==> src/rtl/core/msx_pkg.sv <==
// Shared types and constants for the mask row span extractor.
// Register map, configuration bundle and the job record passed from front to back.
// No dependencies.
`default_nettype none

package msx_pkg;

   // Field widths fixed by the register map and the span format
   localparam int COL_W       = 13;
   localparam int ROW_W       = 13;
   localparam int BYTE_W      = 8;
   localparam int POS_W       = 3;
   localparam int STRIDE_W    = 16;
   localparam int ORIGIN_W    = 16;
   localparam int COORD_W     = 17;
   localparam int CSR_IDX_W   = 3;
   localparam int CSR_DATA_W  = 16;
   localparam int QUEUE_DEPTH = 4;

   // Byte counter saturation value
   localparam logic [STRIDE_W-1:0] BYTE_CNT_MAX = 16'hffff;

   // Register indexes
   typedef enum logic [CSR_IDX_W-1:0] {
      CSR_ROW_WIDTH   = 3'd0,
      CSR_ROW_COUNT   = 3'd1,
      CSR_BIT_OFFSET  = 3'd2,
      CSR_ROW_STRIDE  = 3'd3,
      CSR_INVERT_MASK = 3'd4,
      CSR_X_ORIGIN    = 3'd5,
      CSR_Y_ORIGIN    = 3'd6
   } csr_index_type;

   // Configuration registers as seen by the datapath
   typedef struct packed {
      logic [COL_W-1:0]           row_width;
      logic [ROW_W-1:0]           row_count;
      logic [POS_W-1:0]           bit_offset;
      logic [STRIDE_W-1:0]        row_stride;
      logic                       invert_mask;
      logic signed [ORIGIN_W-1:0] x_origin;
      logic signed [ORIGIN_W-1:0] y_origin;
   } cfg_type;

   // One byte's worth of span work: close/start pixel positions inside the byte,
   // plus an optional end-of-row close.
   typedef struct packed {
      logic [BYTE_W-1:0] closes;
      logic [BYTE_W-1:0] starts;
      logic [COL_W-1:0]  col;
      logic [POS_W-1:0]  k0;
      logic [COL_W-1:0]  open_start;
      logic              fin;
      logic [COL_W-1:0]  fin_start;
      logic [COL_W-1:0]  fin_end;
      logic              done;
      logic [ROW_W-1:0]  row;
   } job_type;

endpackage

`default_nettype wire

==> src/rtl/core/msx_queue.sv <==
// Small job queue between the byte classifier and the span emitter.
// Depends on msx_pkg (job_type, QUEUE_DEPTH).
`default_nettype none

module msx_queue (
   input  wire logic             clock,
   input  wire logic             reset,
   input  wire logic             push_valid,
   input  wire msx_pkg::job_type push_job,
   output logic                  has_room,
   input  wire logic             pop,
   output logic                  head_valid,
   output msx_pkg::job_type      head_job
);
   import msx_pkg::*;

   localparam int PTR_W = $clog2(QUEUE_DEPTH);
   localparam int CNT_W = $clog2(QUEUE_DEPTH + 1);

   job_type            slot_ff [QUEUE_DEPTH];
   logic [PTR_W-1:0]   wr_ptr_ff, wr_ptr_in;
   logic [PTR_W-1:0]   rd_ptr_ff, rd_ptr_in;
   logic [CNT_W-1:0]   count_ff, count_in;

   assign has_room   = (count_ff < CNT_W'(QUEUE_DEPTH));
   assign head_valid = (count_ff != '0);
   assign head_job   = slot_ff[rd_ptr_ff];

   // pointer and fill count
   always_comb begin
      wr_ptr_in = wr_ptr_ff;
      rd_ptr_in = rd_ptr_ff;
      count_in  = count_ff;
      if (push_valid) begin
         wr_ptr_in = wr_ptr_ff + 1'b1;
      end
      if (pop) begin
         rd_ptr_in = rd_ptr_ff + 1'b1;
      end
      if (push_valid && !pop) begin
         count_in = count_ff + 1'b1;
      end else if (!push_valid && pop) begin
         count_in = count_ff - 1'b1;
      end
   end

   always_ff @(posedge clock) begin
      if (reset) begin
         wr_ptr_ff <= '0;
         rd_ptr_ff <= '0;
         count_ff  <= '0;
      end else begin
         wr_ptr_ff <= wr_ptr_in;
         rd_ptr_ff <= rd_ptr_in;
         count_ff  <= count_in;
      end
   end

   // storage, no reset
   always_ff @(posedge clock) begin
      if (push_valid) begin
         slot_ff[wr_ptr_ff] <= push_job;
      end
   end

endmodule

`default_nettype wire

==> src/rtl/core/msx_front.sv <==
// Byte classifier: tracks row position and open run, marks run starts and
// closes within each accepted byte and queues a job when spans result.
// Depends on msx_pkg (cfg_type, job_type, widths).
`default_nettype none

module msx_front #(
   parameter int MAX_WIDTH = 4096,
   parameter int MAX_ROWS  = 4096
) (
   input  wire logic                       clock,
   input  wire logic                       reset,
   input  wire msx_pkg::cfg_type           cfg,
   input  wire logic                       req_valid,
   output logic                            req_ready,
   input  wire logic [msx_pkg::BYTE_W-1:0] req_mask_byte,
   input  wire logic                       q_has_room,
   output logic                            push_valid,
   output msx_pkg::job_type                push_job
);
   import msx_pkg::*;

   // Effective limits: registers are 13 bits wide, so nothing exceeds 8191
   localparam int REG_MAX = (1 << COL_W) - 1;
   localparam int WCAP    = (MAX_WIDTH < REG_MAX) ? MAX_WIDTH : REG_MAX;
   localparam int RCAP    = (MAX_ROWS < REG_MAX) ? MAX_ROWS : REG_MAX;
   localparam int CW      = $clog2(WCAP + 1);
   localparam int RW      = (RCAP > 1) ? $clog2(RCAP) : 1;

   logic [CW-1:0]       column_ff, column_in;
   logic [STRIDE_W-1:0] byte_cnt_ff, byte_cnt_in;
   logic [RW-1:0]       row_ff, row_in;
   logic                run_open_ff, run_open_in;
   logic [CW-1:0]       run_start_ff, run_start_in;

   logic                accept;
   logic [BYTE_W-1:0]   pix;
   logic [BYTE_W-1:0]   in_scan;
   logic [BYTE_W-1:0]   prev_pix;
   logic [BYTE_W-1:0]   closes;
   logic [BYTE_W-1:0]   starts;
   logic [POS_W-1:0]    k0;
   logic [POS_W-1:0]    last_pos;
   logic [POS_W-1:0]    last_start_pos;
   logic [CW-1:0]       w;
   logic [CW-1:0]       avail;
   logic [3:0]          n_lim;
   logic [3:0]          n_scan;
   logic [3:0]          scan_end;
   logic [ROW_W-1:0]    rows;
   logic [CW-1:0]       col_next;
   logic [CW-1:0]       start_after;
   logic                open_after;
   logic                row_end;
   logic                last_row;
   logic                stride_hit;
   logic [STRIDE_W-1:0] byte_cnt_inc;

   assign req_ready = q_has_room;
   assign accept    = req_valid && q_has_room;

   // per-byte classification
   always_comb begin
      k0 = (byte_cnt_ff == '0) ? cfg.bit_offset : '0;

      // clamp width and row count
      w = (cfg.row_width > COL_W'(WCAP)) ? CW'(WCAP) : cfg.row_width[CW-1:0];
      if (cfg.row_count == '0) begin
         rows = ROW_W'(1);
      end else if (cfg.row_count > ROW_W'(RCAP)) begin
         rows = ROW_W'(RCAP);
      end else begin
         rows = cfg.row_count;
      end

      // pixels to scan in this byte
      avail    = (column_ff < w) ? (w - column_ff) : '0;
      n_lim    = 4'd8 - {1'b0, k0};
      n_scan   = (avail < CW'(n_lim)) ? 4'(avail) : n_lim;
      scan_end = {1'b0, k0} + n_scan;

      // pixel k is bit 7-k; polarity applied here
      for (int k = 0; k < BYTE_W; k++) begin
         pix[k]     = req_mask_byte[BYTE_W-1-k] ^ cfg.invert_mask;
         in_scan[k] = (4'(k) >= {1'b0, k0}) && (4'(k) < scan_end);
      end

      // left neighbor of each pixel, open-run flag at the first scanned one
      prev_pix[0] = run_open_ff;
      for (int k = 1; k < BYTE_W; k++) begin
         prev_pix[k] = (k0 == POS_W'(k)) ? run_open_ff : pix[k-1];
      end

      closes = in_scan & ~pix & prev_pix;
      starts = in_scan & pix & ~prev_pix;

      // last run start in this byte
      last_start_pos = '0;
      for (int k = 0; k < BYTE_W; k++) begin
         if (starts[k]) begin
            last_start_pos = POS_W'(k);
         end
      end

      last_pos    = POS_W'(scan_end - 4'd1);
      open_after  = (n_scan == '0) ? run_open_ff : pix[last_pos];
      start_after = (starts != '0) ? (column_ff + CW'(last_start_pos - k0)) : run_start_ff;

      col_next     = column_ff + CW'(n_scan);
      row_end      = (col_next >= w);
      last_row     = ((14'(row_ff) + 14'd1) >= {1'b0, rows});
      stride_hit   = ((17'(byte_cnt_ff) + 17'd1) >= {1'b0, cfg.row_stride});
      byte_cnt_inc = (byte_cnt_ff == BYTE_CNT_MAX) ? byte_cnt_ff : (byte_cnt_ff + 1'b1);
   end

   // job record for the span emitter
   always_comb begin
      push_job.closes     = closes;
      push_job.starts     = starts;
      push_job.col        = COL_W'(column_ff);
      push_job.k0         = k0;
      push_job.open_start = COL_W'(run_start_ff);
      push_job.fin        = row_end && open_after;
      push_job.fin_start  = COL_W'(start_after);
      push_job.fin_end    = COL_W'(col_next);
      push_job.done       = last_row;
      push_job.row        = ROW_W'(row_ff);
      push_valid          = accept && ((closes != '0) || (row_end && open_after));
   end

   // position state update
   always_comb begin
      column_in    = column_ff;
      byte_cnt_in  = byte_cnt_ff;
      row_in       = row_ff;
      run_open_in  = run_open_ff;
      run_start_in = run_start_ff;
      if (accept) begin
         if (row_end) begin
            run_open_in  = 1'b0;
            run_start_in = start_after;
            if (stride_hit) begin
               column_in    = '0;
               byte_cnt_in  = '0;
               run_start_in = '0;
               row_in       = last_row ? '0 : (row_ff + 1'b1);
            end else begin
               column_in   = col_next;
               byte_cnt_in = byte_cnt_inc;
            end
         end else begin
            column_in    = col_next;
            byte_cnt_in  = byte_cnt_inc;
            run_open_in  = open_after;
            run_start_in = start_after;
         end
      end
   end

   always_ff @(posedge clock) begin
      if (reset) begin
         column_ff    <= '0;
         byte_cnt_ff  <= '0;
         row_ff       <= '0;
         run_open_ff  <= 1'b0;
         run_start_ff <= '0;
      end else begin
         column_ff    <= column_in;
         byte_cnt_ff  <= byte_cnt_in;
         row_ff       <= row_in;
         run_open_ff  <= run_open_in;
         run_start_ff <= run_start_in;
      end
   end

endmodule

`default_nettype wire

==> src/rtl/core/msx_back.sv <==
// Span emitter: walks the closes of one queued job, one span per cycle while
// the output is not held, then the end-of-row close, into the output register.
// Depends on msx_pkg (cfg_type, job_type, widths).
`default_nettype none

module msx_back (
   input  wire logic                               clock,
   input  wire logic                               reset,
   input  wire msx_pkg::cfg_type                   cfg,
   input  wire logic                               q_valid,
   input  wire msx_pkg::job_type                   q_job,
   output logic                                    q_pop,
   output logic                                    rsp_valid,
   input  wire logic                               rsp_ready,
   output logic signed [msx_pkg::COORD_W-1:0]      rsp_span_x,
   output logic signed [msx_pkg::COORD_W-1:0]      rsp_span_y,
   output logic        [msx_pkg::COL_W-1:0]        rsp_span_len,
   output logic                                    rsp_last_of_byte,
   output logic                                    rsp_mask_done
);
   import msx_pkg::*;

   job_type               job_ff, job_in;
   logic                  job_valid_ff, job_valid_in;
   logic                  rsp_valid_ff, rsp_valid_in;
   logic signed [COORD_W-1:0] span_x_ff, span_y_ff;
   logic [COL_W-1:0]      span_len_ff;
   logic                  last_ff, done_ff;

   logic [POS_W-1:0]      close_pos;
   logic [POS_W-1:0]      start_pos;
   logic                  start_found;
   logic                  has_close;
   logic [BYTE_W-1:0]     remaining;
   logic [COL_W-1:0]      span_start;
   logic [COL_W-1:0]      span_end;
   logic                  span_last;
   logic                  span_done;
   logic                  emit;

   // pick the next span of the current job
   always_comb begin
      has_close = (job_ff.closes != '0);
      close_pos = '0;
      for (int k = BYTE_W - 1; k >= 0; k--) begin
         if (job_ff.closes[k]) begin
            close_pos = POS_W'(k);
         end
      end

      // run start: latest start left of the close, else the run came in open
      start_found = 1'b0;
      start_pos   = '0;
      for (int j = 0; j < BYTE_W; j++) begin
         if (job_ff.starts[j] && (POS_W'(j) < close_pos)) begin
            start_found = 1'b1;
            start_pos   = POS_W'(j);
         end
      end

      remaining = job_ff.closes & ~(8'b1 << close_pos);

      if (has_close) begin
         span_start = start_found ? (job_ff.col + COL_W'(start_pos - job_ff.k0))
                                  : job_ff.open_start;
         span_end   = job_ff.col + COL_W'(close_pos - job_ff.k0);
         span_last  = (remaining == '0) && !job_ff.fin;
         span_done  = 1'b0;
      end else begin
         span_start = job_ff.fin_start;
         span_end   = job_ff.fin_end;
         span_last  = 1'b1;
         span_done  = job_ff.done;
      end

      emit  = job_valid_ff && (!rsp_valid_ff || rsp_ready);
      q_pop = q_valid && (!job_valid_ff || (emit && span_last));
   end

   // job register update
   always_comb begin
      job_in       = job_ff;
      job_valid_in = job_valid_ff;
      if (q_pop) begin
         job_in       = q_job;
         job_valid_in = 1'b1;
      end else if (emit && span_last) begin
         job_valid_in = 1'b0;
      end else if (emit) begin
         if (has_close) begin
            job_in.closes = remaining;
         end else begin
            job_in.fin = 1'b0;
         end
      end
   end

   // output register handshake
   always_comb begin
      if (emit) begin
         rsp_valid_in = 1'b1;
      end else if (rsp_ready) begin
         rsp_valid_in = 1'b0;
      end else begin
         rsp_valid_in = rsp_valid_ff;
      end
   end

   always_ff @(posedge clock) begin
      if (reset) begin
         job_valid_ff <= 1'b0;
         rsp_valid_ff <= 1'b0;
      end else begin
         job_valid_ff <= job_valid_in;
         rsp_valid_ff <= rsp_valid_in;
      end
   end

   // payload registers
   always_ff @(posedge clock) begin
      job_ff <= job_in;
      if (emit) begin
         span_x_ff   <= {cfg.x_origin[ORIGIN_W-1], cfg.x_origin} + {4'b0, span_start};
         span_y_ff   <= {cfg.y_origin[ORIGIN_W-1], cfg.y_origin} + {4'b0, job_ff.row};
         span_len_ff <= span_end - span_start;
         last_ff     <= span_last;
         done_ff     <= span_done;
      end
   end

   assign rsp_valid        = rsp_valid_ff;
   assign rsp_span_x       = span_x_ff;
   assign rsp_span_y       = span_y_ff;
   assign rsp_span_len     = span_len_ff;
   assign rsp_last_of_byte = last_ff;
   assign rsp_mask_done    = done_ff;

endmodule

`default_nettype wire

==> src/rtl/core/mask_row_span_extractor_top.sv <==
// Mask row span extractor: turns a 1 bpp mask byte stream into row spans.
//
// Channels: req_ carries mask bytes (leftmost pixel in bit 7), rsp_ carries
// spans (x, y, length, last span of its byte, end of mask), csr_ writes the
// seven setup registers by index. All use valid/ready; a beat moves on an edge
// with both high. csr_ready is always high; write only while the block is idle.
// Throughput: one byte per cycle while each byte closes at most one run and
// rsp_ takes every span; a byte that closes more runs holds the span emitter
// for one span per run (up to five). A four-entry job queue between classifier
// and emitter absorbs bursts. A byte's spans pass from the job queue through
// the job register into the output register before they reach rsp_.
// Reset: position goes to row 0, column 0 with no open run, the queue and
// output empty, registers to width 1, rows 1, stride 1, the rest zero.
// Stall: a held rsp_ beat freezes the emitter; the queue fills and req_ready
// drops once four jobs wait. Bytes that yield no span never enter the queue.
// Depends on msx_pkg, msx_front, msx_queue, msx_back.
`default_nettype none

module mask_row_span_extractor_top #(
   parameter int MAX_WIDTH = 4096,
   parameter int MAX_ROWS  = 4096
) (
   input  wire logic                                clock,
   input  wire logic                                reset,
   // configuration writes
   input  wire logic                                csr_valid,
   output logic                                     csr_ready,
   input  wire logic [msx_pkg::CSR_IDX_W-1:0]       csr_index,
   input  wire logic [msx_pkg::CSR_DATA_W-1:0]      csr_wdata,
   // mask bytes
   input  wire logic                                req_valid,
   output logic                                     req_ready,
   input  wire logic [msx_pkg::BYTE_W-1:0]          req_mask_byte,
   // spans
   output logic                                     rsp_valid,
   input  wire logic                                rsp_ready,
   output logic signed [msx_pkg::COORD_W-1:0]       rsp_span_x,
   output logic signed [msx_pkg::COORD_W-1:0]       rsp_span_y,
   output logic        [msx_pkg::COL_W-1:0]         rsp_span_len,
   output logic                                     rsp_last_of_byte,
   output logic                                     rsp_mask_done
);
   import msx_pkg::*;

   cfg_type cfg_ff, cfg_in;
   logic    push_valid;
   job_type push_job;
   logic    q_has_room;
   logic    q_pop;
   logic    q_valid;
   job_type q_job;

   assign csr_ready = 1'b1;

   // register write decode
   always_comb begin
      cfg_in = cfg_ff;
      if (csr_valid) begin
         unique case (csr_index_type'(csr_index))
            CSR_ROW_WIDTH:   cfg_in.row_width   = csr_wdata[COL_W-1:0];
            CSR_ROW_COUNT:   cfg_in.row_count   = csr_wdata[ROW_W-1:0];
            CSR_BIT_OFFSET:  cfg_in.bit_offset  = csr_wdata[POS_W-1:0];
            CSR_ROW_STRIDE:  cfg_in.row_stride  = csr_wdata[STRIDE_W-1:0];
            CSR_INVERT_MASK: cfg_in.invert_mask = csr_wdata[0];
            CSR_X_ORIGIN:    cfg_in.x_origin    = csr_wdata[ORIGIN_W-1:0];
            CSR_Y_ORIGIN:    cfg_in.y_origin    = csr_wdata[ORIGIN_W-1:0];
            default:         cfg_in = cfg_ff;
         endcase
      end
   end

   always_ff @(posedge clock) begin
      if (reset) begin
         cfg_ff.row_width   <= COL_W'(1);
         cfg_ff.row_count   <= ROW_W'(1);
         cfg_ff.bit_offset  <= '0;
         cfg_ff.row_stride  <= STRIDE_W'(1);
         cfg_ff.invert_mask <= 1'b0;
         cfg_ff.x_origin    <= '0;
         cfg_ff.y_origin    <= '0;
      end else begin
         cfg_ff <= cfg_in;
      end
   end

   msx_front #(
      .MAX_WIDTH (MAX_WIDTH),
      .MAX_ROWS  (MAX_ROWS)
   ) u_front (
      .clock         (clock),
      .reset         (reset),
      .cfg           (cfg_ff),
      .req_valid     (req_valid),
      .req_ready     (req_ready),
      .req_mask_byte (req_mask_byte),
      .q_has_room    (q_has_room),
      .push_valid    (push_valid),
      .push_job      (push_job)
   );

   msx_queue u_queue (
      .clock      (clock),
      .reset      (reset),
      .push_valid (push_valid),
      .push_job   (push_job),
      .has_room   (q_has_room),
      .pop        (q_pop),
      .head_valid (q_valid),
      .head_job   (q_job)
   );

   msx_back u_back (
      .clock            (clock),
      .reset            (reset),
      .cfg              (cfg_ff),
      .q_valid          (q_valid),
      .q_job            (q_job),
      .q_pop            (q_pop),
      .rsp_valid        (rsp_valid),
      .rsp_ready        (rsp_ready),
      .rsp_span_x       (rsp_span_x),
      .rsp_span_y       (rsp_span_y),
      .rsp_span_len     (rsp_span_len),
      .rsp_last_of_byte (rsp_last_of_byte),
      .rsp_mask_done    (rsp_mask_done)
   );

endmodule

`default_nettype wire

==> config.mk <==
export PLATFORM = sky130hd
export DESIGN_NAME = mask_row_span_extractor_top
export DESIGN_NICKNAME = d
export VERILOG_FILES = /design/src/rtl/core/msx_pkg.sv /design/src/rtl/core/msx_queue.sv /design/src/rtl/core/msx_front.sv /design/src/rtl/core/msx_back.sv /design/src/rtl/core/mask_row_span_extractor_top.sv
export SDC_FILE = /design/constraint.sdc
export NUM_CORES = 1
export LEC_CHECK = 0
export BUFFER_PORTS_ARGS = -buffer_cell sky130_fd_sc_hd__buf_2
export CORE_ASPECT_RATIO = 0.5
export CORE_MARGIN = 10
export CORE_UTILIZATION = 32
export CTS_CLUSTER_DIAMETER = 200
export CTS_CLUSTER_SIZE = 40
export DETAILED_ROUTE_END_ITERATION = 10
export PLACE_DENSITY = 0.5
export SETUP_SLACK_MARGIN = 0.4
export SLEW_MARGIN = 25
export SYNTH_ARGS = -nofsm -noshare
export SYNTH_HDL_FRONTEND = slang
export SYNTH_SLANG_ARGS = --single-unit
==> constraint.sdc <==
create_clock -name clock -period 12.1 [get_ports clock]
set_clock_uncertainty 0.1 [all_clocks]
set_input_delay 2.42 -clock clock [delete_from_list [all_inputs] [get_ports clock]]
set_output_delay 2.42 -clock clock [all_outputs]
set_load 0.01 [all_outputs]
==> results.txt, run 1 <==
First-pass iteration count of the detailed router - 5
Max stage delay cell, worst path - xnor2_1
Crit start category - flip-flop
Setup TNS - 0 ns
Hold Fails Final Rpt - 0
Ys async rst share - 0%
Number of enable flip-flop cells after synthesis - 469
F_max - 98.6 MHz
Routed via count - 18982
Clock Tree Buf Depth - 3
Gate Count Post-Synth - 2459
CP max stage delay - 0.59 ns
Synth Cell Area - 0.0297 mm^2
Most numerous cell in the Yosys netlist - edfxtp_1
Slew HR - 30.9%
Synth cell count leaders - 469 x edfxtp_1, 308 x nand2_1, 203 x a21oi_1
Net Count, Synth - 2668
Clk_lat worst skew - 0.61 ns
Wire length per cell - 21.4 um
Setup CP Type - flip-flop to flip-flop
Tmin final - 10.14 ns
Critical Path RT - 12.35 ns
Number of CTS-inserted buffers - 19
Worst Path Max Fanout - 13
Die Ht - 235 um
Netlist cell types - 79
# rows - 78
Max Slew Vio Count - 0
Vias in the first global route - 18288
Vias per cell - 5.06
Final net count - 2708
DIE AREA - 0.106 mm^2
Register area - 0.0170 mm^2
Filler cell count - 9019
CTS sink cnt - 613
Routed wire length - 80400 um
Min-delay worst type - flip-flop to flip-flop
Total track usage - 14.5%
I/O Pins - 84
Syn Area/Cell - 12.1 um^2
Resize count post-CTS - 0
Area delta synth->final - 8.26%
Register bit total from synthesis - 613
CTS Hold Bufs - 0
Antenna violations before repair - 8
Post-synthesis sequential area ratio - 57.1%
Final Setup Violations - 0
Multi-input combinational cell area - 0.0119 mm^2
Core area - 0.0913 mm^2
Slew @ Worst Pin - 1.04 ns
CTS root buffer - clkbuf_16
Largest net degree at the start of global routing - 90
Die Span X - 451 um
Number of max-cap violations - 0
First DRT Iteration DRCs - 1729
DP HPWL - 57100 um
Drc violations - 0
Ys Warns - 0
Initial Util - 32.5%
Yosys top cell area share - 47.4%
CP Capture Type - flip-flop
IO Port Bufs - 82
Post-route antenna net violation count - 0
CTS tree - yes
Fraction of layout instances using a drive strength above 1 - 10.1%
Final worst path period share - 83.8%
Routability congestion estimate - 0.841
H-tree levels - 1
RSZ-0062 raised after global routing - no
Post-CTS Setup Inserts - 0
First-pass GRT wire length - 120000 um
GRT overflow - 0
Outcome - completed
Area contributors post-synth - edfxtp_1 47%, dfxtp_1 9.7%, ha_1 6.9%
Clock slew seen by the registers of the worst setup and hold paths - 0.15 ns
Worst EP arrival - 10.39 ns
Post-synth top area cell - edfxtp_1
Main flop type after synthesis - edfxtp_1
-- worst max-delay path: cells and delay by family, from the launching register on --
family                   cells  cell delay [ns]
AO/OA/AOI/OAI               18             3.90
XOR/XNOR                     2             0.75
adder cells (fa/ha/maj)      6             1.99
buffers and inverters        3             0.32
flip-flops                   1             0.39
multiplexers                 1             0.33
AND/OR/NAND/NOR              9             2.08
-- final cells by class --
cell class / count / area share, %
multi-input combinational: 1603 / 36.9
tap: 1240 / 4.82
antenna: 2 / 0.0156
clock inverter: 2 / 0.121
timing repair buffer: 112 / 2.02
clock buffer: 32 / 1.63
inverter: 150 / 1.75
sequential: 613 / 52.8
-- layer usage --
metal	global-route usage (%)	vias up	wire (um)
met5	0	-	46
met4	1.76	8	973
met3	2.27	55	3950
met2	22.0	384	34600
met1	22.2	9521	40800
li1	-	9014	-
-- path summary, 6_finish.rpt --
path | startpoint | end | slack [ns] | cells after the start
min reg2reg | cfg_ff[36]$_SDFFE_PP0P_ | cfg_ff[36]$_SDFFE_PP0P_ | 0.37 | 2
max reg2reg | cfg_ff[77]$_SDFFE_PP0P_ | u_queue.slot_ff[0][37]$_DFFE_PP_ | 1.96 | 39
min | cfg_ff[36]$_SDFFE_PP0P_ | cfg_ff[36]$_SDFFE_PP0P_ | 0.37 | 2
max | cfg_ff[77]$_SDFFE_PP0P_ | u_queue.slot_ff[0][37]$_DFFE_PP_ | 1.96 | 39
-- through the flow --
step                      worst slack [ns]  instances  hold slack (ns)  util (%)  area, um^2
after floorplan                       3.09       2459            0.336         -       29700
final                                 1.96       3754            0.370      35.2       32200
after global placement                2.11       3718            0.344      34.6       31600
after global routing                  1.12       3752            0.388      35.2       32200
after CTS                             1.81       3752            0.370      35.2       32100
after detailed placement              1.94       3718            0.350      34.6       31600
-- placed cells by master (no fill, tap or decap), types with 7 or more instances in the layout --
cell,count
and3_1,24
o31ai_1,7
o21bai_1,12
nand4_1,14
nand2b_1,20
a31oi_1,14
nand3_1,53
mux4_2,86
o211ai_1,12
ha_1,164
mux2_1,12
a21boi_0,21
xor2_1,39
dfxtp_1,142
nor2_1,145
o21ai_0,101
a21oi_1,201
or4_1,7
inv_1,148
fa_1,13
buf_2,81
xnor2_1,78
edfxtp_1,469
nor2b_1,30
clkbuf_1,13
buf_4,30
clkbuf_16,19
and2_1,8
or3_1,7
nand3b_1,17
o21a_1,20
nand2_1,308
nor4_1,8
mux2i_1,24
nor3_1,35
a21o_1,28
-- flip-flops by register name, summed over array words and instances (netlist names), 16 cells and up, named ones only --
| name | flops |
|---|---|
| cfg_ff | 78 |
| u_front.byte_cnt_ff | 16 |
| u_back.rsp_span_y | 17 |
| u_back.job_ff | 84 |
| u_back.rsp_span_x | 17 |
| u_queue.slot_ff | 336 |
-- logic make-up (layout without fill, tap and decap cells) --
logic type / Yosys count / after routing / synth area share, %
and+or+nand+nor: 711 / 711 / 11.1
DFF: 613 / 613 / 57.1
AOI/OAI and AO/OA: 471 / 471 / 9.50
buffers and inverters: 243 / 296 / 3.14
adders and majority gates: 178 / 178 / 7.82
muxes: 125 / 125 / 7.90
xor gates and xnor gates: 117 / 117 / 3.45
other: 1 / 3 / 0.0126
Power of run 1 is not shown: default switching activity piles up to over one toggle a cycle in this logic, so the estimate is an artifact.
==> run 2, diff against run 1 <==
clock period = 10 ns   (was 12.1 ns; I/O delays follow)
==> run 2 against run 1 <==
Utilization rose by 0.51 points. Routed wire length about the same. Worst hold slack improved by 0.0013 ns. Via count hardly changed. First-iteration DRC count grew 7.0%.
==> results.txt, run 2 (same netlist as run 1, synthesis figures left out) <==
Outcome - completed
Routed wire length - 80300 um
Total track usage - 14.5%
Final worst path period share - 90.7%
Hold Fails Final Rpt - 0
Top routing layer used - met5
Worst Path Max Fanout - 8
Tmin final - 9.07 ns
Vias in the first global route - 18298
GRT overflow - 0
CTS tree - yes
Clk_lat worst skew - 0.61 ns
Largest net degree at the start of global routing - 89
Core area - 0.0913 mm^2
Crit start category - flip-flop
# rows - 78
IO Port Bufs - 82
DP HPWL - 58000 um
Slew @ Worst Pin - 1.06 ns
Fraction of layout instances using a drive strength above 1 - 12.2%
Largest Register - u_queue.slot_ff
Crit path max-delay family - compound AO/OA/AOI/OAI gates
Filler cell count - 9027
Most frequent cells in the layout - 469 x edfxtp_1, 308 x nand2_1, 200 x a21oi_1, 158 x ha_1, 147 x inv_1
Die Ht - 235 um
Clock Tree Buf Depth - 3
Setup CP Type - flip-flop to flip-flop
I/O Pins - 84
Max Slew Vio Count - 0
Most common cell after layout, fill and taps aside - edfxtp_1
Clock slew seen by the registers of the worst setup and hold paths - 0.15 ns
Slew HR - 29.1%
Setup TNS - 0 ns
Max stage delay cell, worst path - or4_4
Vias per cell - 5.02
CTS root buffer - clkbuf_16
Final Setup Violations - 0
First-pass GRT wire length - 120000 um
First DRT Iteration DRCs - 1850
Number of CTS-inserted buffers - 19
Min-delay worst type - flip-flop to flip-flop
Met3 Wirelength - 4260 um
CP Capture Type - flip-flop
Initial Util - 32.5%
Drc violations - 0
Routability congestion estimate - 0.855
Largest regs - u_queue.slot_ff: 336 flops, u_back.job_ff: 84 flops, cfg_ff: 78 flops
Post-route antenna net violation count - 0
Met1 Wirelength - 40100 um
F_max - 110 MHz
Worst path bufs/invs - 7
Routed via count - 18981
Final net count - 2738
Die Span X - 451 um
Max reg flops - 336
WHS - 0.371 ns
Worst EP arrival - 9.33 ns
R2R Setup Slk - 0.93 ns
CP max stage delay - 0.54 ns
DIE AREA - 0.106 mm^2
Critical Path RT - 10.26 ns
Antenna violations before repair - 8
H-tree levels - 1
RSZ-0062 raised after global routing - no
Number of max-cap violations - 0
CTS sink cnt - 613
Met2 wire len - 34500 um
Area delta synth->final - 9.83%
First-pass iteration count of the detailed router - 5
Wire length per cell - 21.2 um
## run 2: cell count changes in the layout (fill, tap and decap cells not counted), sizes merged
cell      delta
clkinvlp     +1
diode        -1
inv          -1
buf         +30
## run 2: area by class of cell
cell class	count	area, um^2	share of cell area (%)
timing repair buffer	142	963	2.95
clock buffer	32	524	1.61
multi-input combinational	1603	12000	36.8
antenna	1	2.50	0.00767
tap	1240	1550	4.75
inverter	150	567	1.74
sequential	613	17000	52.0
clock inverter	2	38.8	0.119
## run 2: worst min-delay path, delay by kind of cell, from the launching register on
family / cells / cell delay [ns]
and+or+nand+nor: 1 / 0.05
AOI/OAI and AO/OA: 1 / 0.05
DFF: 1 / 0.34
## run 2: per-stage QoR
step	cells	setup slack [ns]	util, %	area (um^2)
floorplan	2459	0.993	-	29700
global placement	3739	0.483	34.8	31800
detailed placement	3739	0.322	34.9	31800
CTS	3773	0.412	35.5	32400
global route	3783	0.389	35.7	32600
finish	3783	0.927	35.7	32600
## run 2: final timing paths
check	start	to	depth (start not counted)
setup reg to reg	cfg_ff[77]$_SDFFE_PP0P_	u_queue.slot_ff[3][37]$_DFFE_PP_	41
hold reg to reg	cfg_ff[68]$_SDFFE_PP0P_	cfg_ff[68]$_SDFFE_PP0P_	2
setup / recovery	cfg_ff[77]$_SDFFE_PP0P_	u_queue.slot_ff[3][37]$_DFFE_PP_	41
hold / removal	cfg_ff[68]$_SDFFE_PP0P_	cfg_ff[68]$_SDFFE_PP0P_	2
## run 2: routing by layer
metal  global-route usage, %  up-vias
li1                        -     9082
met1                    21.9     9397
met2                    21.9      426
met3                    2.31       68
met4                    2.59        8
met5                       0        -
## run 2: what timing repair did
item                       in CTS  in global routing
gates resized for setup         2                 35
buffers inserted                0                  8
hold buffers                    0                  0
setup endpoints to repair       5                321
pin swaps                       0                 11
Power of run 2 is left out for the same reason.
